[src/hdl/clt_pkg.sv]
`default_nettype none
// ----------------------------------------------------------------------------
// clt_pkg
// Shared types and constants of the command line tokenizer: result kinds,
// character codes, counter limits and the per-byte result bundle.
// ----------------------------------------------------------------------------
package clt_pkg;

    localparam int LINE_BYTES_DEF  = 65536;
    localparam int QUEUE_DEPTH_DEF = 4;
    localparam int MAX_RESULTS     = 3;

    localparam logic [7:0] CHR_NUL    = 8'h00;
    localparam logic [7:0] CHR_TAB    = 8'h09;
    localparam logic [7:0] CHR_SPACE  = 8'h20;
    localparam logic [7:0] CHR_DQUOTE = 8'h22;
    localparam logic [7:0] CHR_SQUOTE = 8'h27;
    localparam logic [7:0] CHR_BSLASH = 8'h5C;

    localparam logic [16:0] ARG_MAX  = 17'd65536;
    localparam logic [17:0] POOL_MAX = 18'h3FFFF;

    typedef enum logic [1:0] {
        KIND_BYTES    = 2'd0,
        KIND_END_ARG  = 2'd1,
        KIND_END_LINE = 2'd2
    } item_kind_t;

    typedef struct packed {
        item_kind_t  kind;
        logic [7:0]  chr;
        logic [16:0] rep;
    } slot_t;

    typedef struct packed {
        logic [1:0]                   cnt;
        slot_t [MAX_RESULTS-1:0]      slots;
        logic                         was_quoted;
        logic [16:0]                  arg_index;
        logic [16:0]                  total_args;
        logic [17:0]                  pool_bytes;
    } bundle_t;

endpackage
`default_nettype wire

[src/hdl/clt_front.sv]
`default_nettype none
// ----------------------------------------------------------------------------
// clt_front
// Per-byte tokenizer state: quoting, backslash runs, argument and pool
// counters. Turns each accepted byte into one bundle of up to three results.
// ----------------------------------------------------------------------------
module clt_front #(
    parameter int LINE_BYTES = clt_pkg::LINE_BYTES_DEF
) (
    input  wire logic             clk,
    input  wire logic             rst_n,
    input  wire logic             take,
    input  wire logic [7:0]       line_byte,
    output clt_pkg::bundle_t      bundle,
    output logic                  bundle_valid
);

    localparam int RunCapInt = (LINE_BYTES < 65536) ? LINE_BYTES : 65536;
    localparam logic [16:0] RUN_CAP = 17'(RunCapInt);

    typedef enum logic [1:0] {
        PH_NAME = 2'd0,
        PH_GAP  = 2'd1,
        PH_ARG  = 2'd2
    } phase_t;

    typedef enum logic [1:0] {
        QC_NONE   = 2'd0,
        QC_DOUBLE = 2'd1,
        QC_SINGLE = 2'd2
    } quote_t;

    typedef enum logic [2:0] {
        ACT_CLOSE = 3'd0,
        ACT_DQ    = 3'd1,
        ACT_SQ    = 3'd2,
        ACT_SLASH = 3'd3,
        ACT_END   = 3'd4,
        ACT_BYTE  = 3'd5
    } act_t;

    phase_t      phase_reg, phase_next;
    quote_t      quote_reg, quote_next;
    logic        qflag_reg, qflag_next;
    logic        hasb_reg, hasb_next;
    logic [16:0] run_reg, run_next;
    logic [16:0] argc_reg, argc_next;
    logic [17:0] pool_reg, pool_next;

    function automatic clt_pkg::slot_t mk_slot(clt_pkg::item_kind_t kind,
                                               logic [7:0] chr, logic [16:0] rep);
        clt_pkg::slot_t s;
        s.kind = kind;
        s.chr  = chr;
        s.rep  = rep;
        return s;
    endfunction

    function automatic act_t normal_act(logic [7:0] c, quote_t q, logic hasb,
                                        logic qflag);
        logic [7:0] qc;
        logic       white;
        act_t       a;
        white = (c == clt_pkg::CHR_SPACE) || (c == clt_pkg::CHR_TAB);
        case (q)
            QC_DOUBLE: qc = clt_pkg::CHR_DQUOTE;
            QC_SINGLE: qc = clt_pkg::CHR_SQUOTE;
            default:   qc = clt_pkg::CHR_NUL;
        endcase
        if (q != QC_NONE && c == qc)
            a = ACT_CLOSE;
        else if (q == QC_NONE && c == clt_pkg::CHR_DQUOTE)
            a = ACT_DQ;
        else if (q == QC_NONE && c == clt_pkg::CHR_SQUOTE && (!hasb || qflag))
            a = ACT_SQ;
        else if (c == clt_pkg::CHR_BSLASH && q != QC_SINGLE)
            a = ACT_SLASH;
        else if (c == clt_pkg::CHR_NUL || (white && q == QC_NONE))
            a = ACT_END;
        else
            a = ACT_BYTE;
        return a;
    endfunction

    logic                                    white_c;
    logic                                    nb_run;
    quote_t                                  nb_quote;
    logic                                    nb_hasb;
    logic                                    nb_qflag;
    logic [1:0]                              k;
    clt_pkg::slot_t [clt_pkg::MAX_RESULTS-1:0] slots;
    logic [16:0]                             pool_inc;
    logic [18:0]                             pool_sum;
    logic [17:0]                             pool_sat;
    logic                                    qv;
    logic                                    eol;

    assign white_c = (line_byte == clt_pkg::CHR_SPACE) || (line_byte == clt_pkg::CHR_TAB);

    always_comb
    begin
        phase_next = phase_reg;
        quote_next = quote_reg;
        qflag_next = qflag_reg;
        hasb_next  = hasb_reg;
        run_next   = run_reg;
        argc_next  = argc_reg;
        pool_inc   = '0;
        slots      = '0;
        k          = '0;
        qv         = 1'b0;
        eol        = 1'b0;
        nb_run     = 1'b0;
        nb_quote   = quote_reg;
        nb_hasb    = hasb_reg;
        nb_qflag   = qflag_reg;

        case (phase_reg)
            PH_NAME:
            begin
                if (argc_reg == '0)
                begin
                    argc_next = 17'd1;
                    pool_inc  = 17'd1;
                end
                pool_inc = pool_inc + 17'd1;
                if (line_byte == clt_pkg::CHR_NUL)
                begin
                    slots[0]   = mk_slot(clt_pkg::KIND_END_ARG, 8'd0, 17'd0);
                    phase_next = PH_GAP;
                end
                else
                begin
                    slots[0] = mk_slot(clt_pkg::KIND_BYTES, line_byte, 17'd1);
                end
                k = 2'd1;
            end
            PH_ARG:
            begin
                if (run_reg != '0)
                begin
                    if (line_byte == clt_pkg::CHR_BSLASH)
                    begin
                        if (run_reg < RUN_CAP)
                            run_next = run_reg + 17'd1;
                    end
                    else
                    begin
                        run_next = '0;
                        if (line_byte == clt_pkg::CHR_DQUOTE)
                        begin
                            if ((run_reg >> 1) != '0)
                            begin
                                slots[k]  = mk_slot(clt_pkg::KIND_BYTES, clt_pkg::CHR_BSLASH,
                                                    run_reg >> 1);
                                k         = k + 2'd1;
                                pool_inc  = pool_inc + (run_reg >> 1);
                                hasb_next = 1'b1;
                            end
                            if (run_reg[0])
                            begin
                                slots[k]  = mk_slot(clt_pkg::KIND_BYTES, clt_pkg::CHR_DQUOTE,
                                                    17'd1);
                                k         = k + 2'd1;
                                pool_inc  = pool_inc + 17'd1;
                                hasb_next = 1'b1;
                            end
                            else
                            begin
                                nb_run  = 1'b1;
                                nb_hasb = 1'b1;
                            end
                        end
                        else
                        begin
                            slots[k]  = mk_slot(clt_pkg::KIND_BYTES, clt_pkg::CHR_BSLASH,
                                                run_reg);
                            k         = k + 2'd1;
                            pool_inc  = pool_inc + run_reg;
                            hasb_next = 1'b1;
                            nb_run    = 1'b1;
                            nb_hasb   = 1'b1;
                        end
                    end
                end
                else
                begin
                    nb_run = 1'b1;
                end
            end
            default:
            begin
                phase_next = PH_GAP;
                if (line_byte == clt_pkg::CHR_NUL)
                begin
                    slots[0] = mk_slot(clt_pkg::KIND_END_LINE, 8'd0, 17'd0);
                    k        = 2'd1;
                    eol      = 1'b1;
                end
                else if (!white_c)
                begin
                    if (argc_reg < clt_pkg::ARG_MAX)
                        argc_next = argc_reg + 17'd1;
                    pool_inc   = pool_inc + 17'd1;
                    phase_next = PH_ARG;
                    quote_next = QC_NONE;
                    qflag_next = 1'b0;
                    hasb_next  = 1'b0;
                    run_next   = '0;
                    nb_run     = 1'b1;
                    nb_quote   = QC_NONE;
                    nb_hasb    = 1'b0;
                    nb_qflag   = 1'b0;
                end
            end
        endcase

        if (nb_run)
        begin
            case (normal_act(line_byte, nb_quote, nb_hasb, nb_qflag))
                ACT_CLOSE: quote_next = QC_NONE;
                ACT_DQ:
                begin
                    quote_next = QC_DOUBLE;
                    qflag_next = 1'b1;
                end
                ACT_SQ:
                begin
                    quote_next = QC_SINGLE;
                    qflag_next = 1'b1;
                end
                ACT_SLASH: run_next = 17'd1;
                ACT_END:
                begin
                    slots[k]   = mk_slot(clt_pkg::KIND_END_ARG, 8'd0, 17'd0);
                    k          = k + 2'd1;
                    qv         = nb_qflag;
                    pool_inc   = pool_inc + 17'd1;
                    phase_next = PH_GAP;
                    quote_next = QC_NONE;
                    if (line_byte == clt_pkg::CHR_NUL)
                    begin
                        slots[k] = mk_slot(clt_pkg::KIND_END_LINE, 8'd0, 17'd0);
                        k        = k + 2'd1;
                        eol      = 1'b1;
                    end
                end
                ACT_BYTE:
                begin
                    slots[k]  = mk_slot(clt_pkg::KIND_BYTES, line_byte, 17'd1);
                    k         = k + 2'd1;
                    pool_inc  = pool_inc + 17'd1;
                    hasb_next = 1'b1;
                end
                default: ;
            endcase
        end

        pool_sum = {1'b0, pool_reg} + {2'b00, pool_inc};
        pool_sat = pool_sum[18] ? clt_pkg::POOL_MAX : pool_sum[17:0];
        pool_next = pool_sat;

        bundle.cnt        = k;
        bundle.slots      = slots;
        bundle.was_quoted = qv;
        bundle.arg_index  = (argc_next == '0) ? 17'd0 : argc_next - 17'd1;
        bundle.total_args = argc_next;
        bundle.pool_bytes = pool_sat;

        if (eol)
        begin
            phase_next = PH_NAME;
            quote_next = QC_NONE;
            qflag_next = 1'b0;
            hasb_next  = 1'b0;
            run_next   = '0;
            argc_next  = '0;
            pool_next  = '0;
        end
    end

    assign bundle_valid = take && (k != 2'd0);

    always_ff @(posedge clk or negedge rst_n)
    begin
        if (!rst_n)
        begin
            phase_reg <= PH_NAME;
            quote_reg <= QC_NONE;
            qflag_reg <= 1'b0;
            hasb_reg  <= 1'b0;
            run_reg   <= '0;
            argc_reg  <= '0;
            pool_reg  <= '0;
        end
        else if (take)
        begin
            phase_reg <= phase_next;
            quote_reg <= quote_next;
            qflag_reg <= qflag_next;
            hasb_reg  <= hasb_next;
            run_reg   <= run_next;
            argc_reg  <= argc_next;
            pool_reg  <= pool_next;
        end
    end

endmodule
`default_nettype wire

[src/hdl/clt_queue.sv]
`default_nettype none
// ----------------------------------------------------------------------------
// clt_queue
// Short first-in first-out queue of result bundles between the tokenizer
// and the result sequencer.
// ----------------------------------------------------------------------------
module clt_queue #(
    parameter int DEPTH = clt_pkg::QUEUE_DEPTH_DEF
) (
    input  wire logic              clk,
    input  wire logic              rst_n,
    input  wire logic              wr_en,
    input  wire clt_pkg::bundle_t  wr_data,
    output logic                   full,
    input  wire logic              rd_en,
    output clt_pkg::bundle_t       rd_data,
    output logic                   empty
);

    localparam int AW = (DEPTH > 1) ? $clog2(DEPTH) : 1;
    localparam int CW = $clog2(DEPTH + 1);

    clt_pkg::bundle_t mem_reg [DEPTH];
    logic [AW-1:0]    wr_ptr_reg, wr_ptr_next;
    logic [AW-1:0]    rd_ptr_reg, rd_ptr_next;
    logic [CW-1:0]    count_reg, count_next;
    logic             wr, rd;

    assign full    = (count_reg == CW'(DEPTH));
    assign empty   = (count_reg == '0);
    assign wr      = wr_en && !full;
    assign rd      = rd_en && !empty;
    assign rd_data = mem_reg[rd_ptr_reg];

    always_comb
    begin
        wr_ptr_next = wr_ptr_reg;
        rd_ptr_next = rd_ptr_reg;
        if (wr)
            wr_ptr_next = (wr_ptr_reg == AW'(DEPTH - 1)) ? '0 : wr_ptr_reg + AW'(1);
        if (rd)
            rd_ptr_next = (rd_ptr_reg == AW'(DEPTH - 1)) ? '0 : rd_ptr_reg + AW'(1);
        case ({wr, rd})
            2'b10:   count_next = count_reg + CW'(1);
            2'b01:   count_next = count_reg - CW'(1);
            default: count_next = count_reg;
        endcase
    end

    always_ff @(posedge clk)
    begin
        if (wr)
            mem_reg[wr_ptr_reg] <= wr_data;
    end

    always_ff @(posedge clk or negedge rst_n)
    begin
        if (!rst_n)
        begin
            wr_ptr_reg <= '0;
            rd_ptr_reg <= '0;
            count_reg  <= '0;
        end
        else
        begin
            wr_ptr_reg <= wr_ptr_next;
            rd_ptr_reg <= rd_ptr_next;
            count_reg  <= count_next;
        end
    end

endmodule
`default_nettype wire

[src/hdl/clt_back.sv]
`default_nettype none
// ----------------------------------------------------------------------------
// clt_back
// Result sequencer: walks the slots of the oldest bundle, one result per
// transfer, and releases the bundle after its last slot.
// ----------------------------------------------------------------------------
module clt_back (
    input  wire logic              clk,
    input  wire logic              rst_n,
    input  wire clt_pkg::bundle_t  head,
    input  wire logic              head_valid,
    output logic                   head_pop,
    input  wire logic              pop,
    output logic                   empty,
    output logic [1:0]             item_kind,
    output logic [7:0]             out_byte,
    output logic [16:0]            repeat_count,
    output logic                   was_quoted,
    output logic [16:0]            arg_index,
    output logic [16:0]            total_args,
    output logic [17:0]            pool_bytes,
    output logic                   last_of_run
);

    logic [1:0]     ptr_reg, ptr_next;
    clt_pkg::slot_t cur;
    logic           last;
    logic           xfer;

    assign cur  = head.slots[ptr_reg];
    assign last = (ptr_reg == head.cnt - 2'd1);
    assign xfer = pop && head_valid;

    assign empty        = !head_valid;
    assign head_pop     = xfer && last;
    assign item_kind    = cur.kind;
    assign out_byte     = cur.chr;
    assign repeat_count = cur.rep;
    assign was_quoted   = (cur.kind == clt_pkg::KIND_END_ARG) ? head.was_quoted : 1'b0;
    assign arg_index    = (cur.kind == clt_pkg::KIND_END_LINE) ? 17'd0 : head.arg_index;
    assign total_args   = (cur.kind == clt_pkg::KIND_END_LINE) ? head.total_args : 17'd0;
    assign pool_bytes   = (cur.kind == clt_pkg::KIND_END_LINE) ? head.pool_bytes : 18'd0;
    assign last_of_run  = last;

    always_comb
    begin
        ptr_next = ptr_reg;
        if (xfer)
            ptr_next = last ? 2'd0 : ptr_reg + 2'd1;
    end

    always_ff @(posedge clk or negedge rst_n)
    begin
        if (!rst_n)
            ptr_reg <= 2'd0;
        else
            ptr_reg <= ptr_next;
    end

endmodule
`default_nettype wire

[src/hdl/command_line_tokenizer.sv]
`default_nettype none
// ----------------------------------------------------------------------------
// command_line_tokenizer
// Splits a stream of command line bytes into program name, arguments and an
// end-of-line summary.
// ----------------------------------------------------------------------------
// The block takes one command line byte per cycle while full is low; a byte
// is transferred on any edge with push high and full low. Each byte is
// classified in the cycle it arrives and leaves zero to three results,
// which wait as one entry in a QUEUE_DEPTH-entry queue. Results leave one
// per cycle while pop is high, so a stream in which each byte makes at most
// one result runs at one byte per cycle; a byte with two or three results
// holds the result side for one pop each; full rises only when the queue
// fills. A result is transferred on any edge with pop high and empty low.
// ----------------------------------------------------------------------------
module command_line_tokenizer #(
    parameter int LINE_BYTES  = clt_pkg::LINE_BYTES_DEF,
    parameter int QUEUE_DEPTH = clt_pkg::QUEUE_DEPTH_DEF
) (
    input  wire logic         clk,
    input  wire logic         rst_n,
    input  wire logic         push,
    output logic              full,
    input  wire logic [7:0]   line_byte,
    output logic              empty,
    input  wire logic         pop,
    output logic [1:0]        item_kind,
    output logic [7:0]        out_byte,
    output logic [16:0]       repeat_count,
    output logic              was_quoted,
    output logic [16:0]       arg_index,
    output logic [16:0]       total_args,
    output logic [17:0]       pool_bytes,
    output logic              last_of_run
);

    logic             take;
    clt_pkg::bundle_t front_bundle;
    logic             front_valid;
    clt_pkg::bundle_t head;
    logic             q_empty;
    logic             head_pop;

    assign take = push && !full;

    clt_front #(
        .LINE_BYTES(LINE_BYTES)
    ) u_front (
        .clk          (clk),
        .rst_n        (rst_n),
        .take         (take),
        .line_byte    (line_byte),
        .bundle       (front_bundle),
        .bundle_valid (front_valid)
    );

    clt_queue #(
        .DEPTH(QUEUE_DEPTH)
    ) u_queue (
        .clk     (clk),
        .rst_n   (rst_n),
        .wr_en   (front_valid),
        .wr_data (front_bundle),
        .full    (full),
        .rd_en   (head_pop),
        .rd_data (head),
        .empty   (q_empty)
    );

    clt_back u_back (
        .clk          (clk),
        .rst_n        (rst_n),
        .head         (head),
        .head_valid   (!q_empty),
        .head_pop     (head_pop),
        .pop          (pop),
        .empty        (empty),
        .item_kind    (item_kind),
        .out_byte     (out_byte),
        .repeat_count (repeat_count),
        .was_quoted   (was_quoted),
        .arg_index    (arg_index),
        .total_args   (total_args),
        .pool_bytes   (pool_bytes),
        .last_of_run  (last_of_run)
    );

endmodule
`default_nettype wire
[config.mk]
export PLATFORM = sky130hd
export DESIGN_NAME = command_line_tokenizer
export DESIGN_NICKNAME = d
export VERILOG_FILES = /design/src/hdl/clt_pkg.sv /design/src/hdl/clt_front.sv /design/src/hdl/clt_queue.sv /design/src/hdl/clt_back.sv /design/src/hdl/command_line_tokenizer.sv
export SDC_FILE = /design/constraint.sdc
export NUM_CORES = 1
export LEC_CHECK = 0
export BUFFER_PORTS_ARGS = -buffer_cell sky130_fd_sc_hd__buf_2
export CORE_ASPECT_RATIO = 0.6
export CORE_UTILIZATION = 40
export DETAILED_ROUTE_END_ITERATION = 7
export PLACE_DENSITY_LB_ADDON = 0.25
export SLEW_MARGIN = 10
export SYNTH_ARGS = -nofsm -noshare
export SYNTH_HDL_FRONTEND = slang
export SYNTH_HIERARCHICAL = 1
export SYNTH_SLANG_ARGS = --single-unit
[constraint.sdc]
create_clock -name clk -period 5.9 [get_ports clk]
set_input_delay 1.18 -clock clk [delete_from_list [all_inputs] [get_ports clk]]
set_output_delay 1.18 -clock clk [all_outputs]
set_load 0.02 [all_outputs]
==> results.cfg <==
[sta]
finalCritPeriodShare = 0.934
relSlewSlack = 0.355
fin_hold_ws_ps = 453
min_period_ps = 5510
final-hold-violation-count = 0
maxSlewViolCount = 0
max_freq_ghz = 0.182
tns_ps = 0
fin_ws_ps = 392
clock_skew_ps = 24.4
finalSetupViolCount = 0
rsz0062_at_grt = false
worst_pin_slew_ps = 967

[worst_setup_path]
critPathCaptureType = flop
max_stage_delay_ps = 340
path_buf_inv = 2
r2r_cells = 21
cp-start-kind = primary input
slowest_stage = or2_2
cp_max_fo = 8
critPathKind = in -> reg
arrival_ps = 6030
crit_family = compound AO/OA/AOI/OAI gates
regToRegSetupSlack_ps = 390
crit_required_ps = 6420
r2r_start = u_front/run_reg[10]
crit_chain = buf_2 > nor3_4 > o211a_1 > nor2_4 > nor2_1 > ha_1 > nor3b_1 > o221ai_1 > a21oi_1 > a31o_2 > a21oi_2 > nand3_1 > nor3b_2 > xnor2_1 > ha_1 > a21o_1 > a211o_1 > o21ai_1 > a21oi_2 > and2_1 > o31a_1 > buf_4 > or2_2 > a22o_1
reg2reg_to = u_front/pool_reg[9]

[grt]
grt_pass1_vias = 17300
overflow = 0
grt_pass1_wl_mm = 104
antenna_found_initial = 0
grt_max_degree = 56
grt_usage = 0.188

[synthesis]
synth.distinct_cells = 103
synth-compound-area-share = 0.0814
synth_mux_area_frac = 0.122
ys_seq_elements = 611
synthAdderAreaFrac = 0.0189
ys_warn_count = 6
synth_area_per_cell_um2 = 15.1
synth_area_um2 = 28600
synth_simple_gate_area_share = 0.0897
synthCells = 1891
synth_top_family_by_area = multiplexers
ys_seq_area_frac = 0.631
synth_edf_count = 544
async_flop_share = 0.110
synth_ff_type = edfxtp_1
synthXorXnorAreaFrac = 0.0169

[final_layout]
n_fill_cell = 6139
largest_register_ffs = 544
area_growth_pct = 15.0
regArea_um2 = 18000
layout-drive-gt1-share = 0.268
instances_no_fill = 3074
nets = 2154
fin_util = 0.467
fin_area_um2 = 32800
multi_input_area_um2 = 9550
n_antenna_cell = 0

[pwr]
p_total_mw = 17.4
p_leak_nw = 11.8
switching_share = 0.359
power_frac_seq = 0.376
clockPowerShare = 0.216
comb_power_share = 0.409
switchingPower_mw = 6.23
p_per_area_nw_per_um2 = 529
p_int_mw = 11.1
irDropWorstVdd_uv = 295

[cts]
post_cts_buffers = 0
cts_tree = built
clockBufferDepth = 3
cts_buffers = 58
clk_pin_slew_ps = 80
cts_hold_buf = 0
htree_levels = 2
clk_latency_ps = 650
cts.sink_count = 611
cts_resized = 0
cts_root_buf = clkbuf_16

[placement]
hpwl_mm = 44.9
placed_area_um2 = 30900
dp_slack_ps = -223
gp_congestion = 0.920
dp_cells = 2964
port_buffers = 94

[drt]
wl_mm = 67.3
drt_iter0_drc = 1466
firstDrtPassIters = 6
dr_total_vias = 17000
wl_per_cell_um = 21.9
viasPerCell = 5.54
drc = 0
ant_nets = 0

[min_path]
hp-class = in -> async

[floorplanning]
core_area_um2 = 70300
die_width_um = 347
fp.dieH_um = 209
io-pin-count = 95
rows = 75
initial_core_util = 0.406
die_area_um2 = 72500

[status]
outcome = finished, final reports clean

[flow_run]
maxCapViolations = 0
worst max-delay path by stage:
stage	cells past startpoint	from	slack, ps	end
4_1_cts	24	line_byte[4]	440	u_front/pool_reg[9]
6_report	24	line_byte[4]	390	u_front/pool_reg[9]
2_1_floorplan	18	line_byte[0]	-50	u_queue/mem_reg[0][0]
3_3_place_gp	24	line_byte[0]	-130	u_front/pool_reg[9]
5_1_grt	24	line_byte[4]	90	u_front/pool_reg[9]
3_5_place_dp	24	line_byte[4]	-220	u_front/pool_reg[9]
per-layer routing:
layer	vias to the layer above	share of wire	wire length, um	track usage
met1	8705	0.48	32500	0.289
met4	0	0.015	1020	0.0412
met2	497	0.44	29600	0.277
met3	77	0.062	4180	0.0332
met5	-	0	0	0
li1	7752	-	-	-
logic make-up (layout without fill, tap and decap cells):
kind of cell | Yosys count | count (layout)
muxes | 175 | 175
xor gates and xnor gates | 55 | 55
other | 1 | 32
and+or+nand+nor | 462 | 462
DFF | 611 | 611
adders and majority gates | 42 | 42
buffers and inverters | 206 | 434
AOI/OAI and AO/OA | 339 | 339
cells in the mapped netlist, drive strengths merged (39+ instances only):
cell | count | area [um^2]
inv | 56 | 210
buf | 99 | 754
a21boi | 40 | 308
and3 | 39 | 249
dfrtp | 67 | 1680
o21ai | 79 | 407
a21oi | 68 | 348
mux4 | 136 | 3060
clkbuf | 50 | 189
nor2 | 91 | 382
edfxtp | 544 | 16300
nand2 | 121 | 454
ha | 40 | 500
cell type report:
type | instances | area share
flip-flops and latches | 611 | 0.549
multi-input cells | 1105 | 0.291
repair buffers | 267 | 0.0604
clock buffers | 73 | 0.0475
well taps | 924 | 0.0352
clock inverters | 37 | 0.0106
inverters | 57 | 0.00652
power by group through the flow:
stage	logic [mW]	registers, mW	clock network, mW
3_5_place_dp	7.18	6.63	0
4_1_cts	7.21	6.54	3.84
6_report	7.10	6.53	3.75
5_1_grt	7.71	6.62	4.01
3_3_place_gp	7.09	6.57	0
2_1_floorplan	4.96	6.53	0
layout by cell type, fill, tap and decap left out, types with 40 or more instances in the layout:
cell       synthesis  routed
a21oi_1           66      64
buf_2             27      93
buf_4             45     157
clkbuf_16          0      59
dfrtp_1           67      64
edfxtp_1         544     544
ha_1              40      40
inv_1             55      55
mux4_2           136     136
nand2_1          121     120
nor2_1            77      77
o21ai_0           72      72
Power figures use the tool's default switching activity.
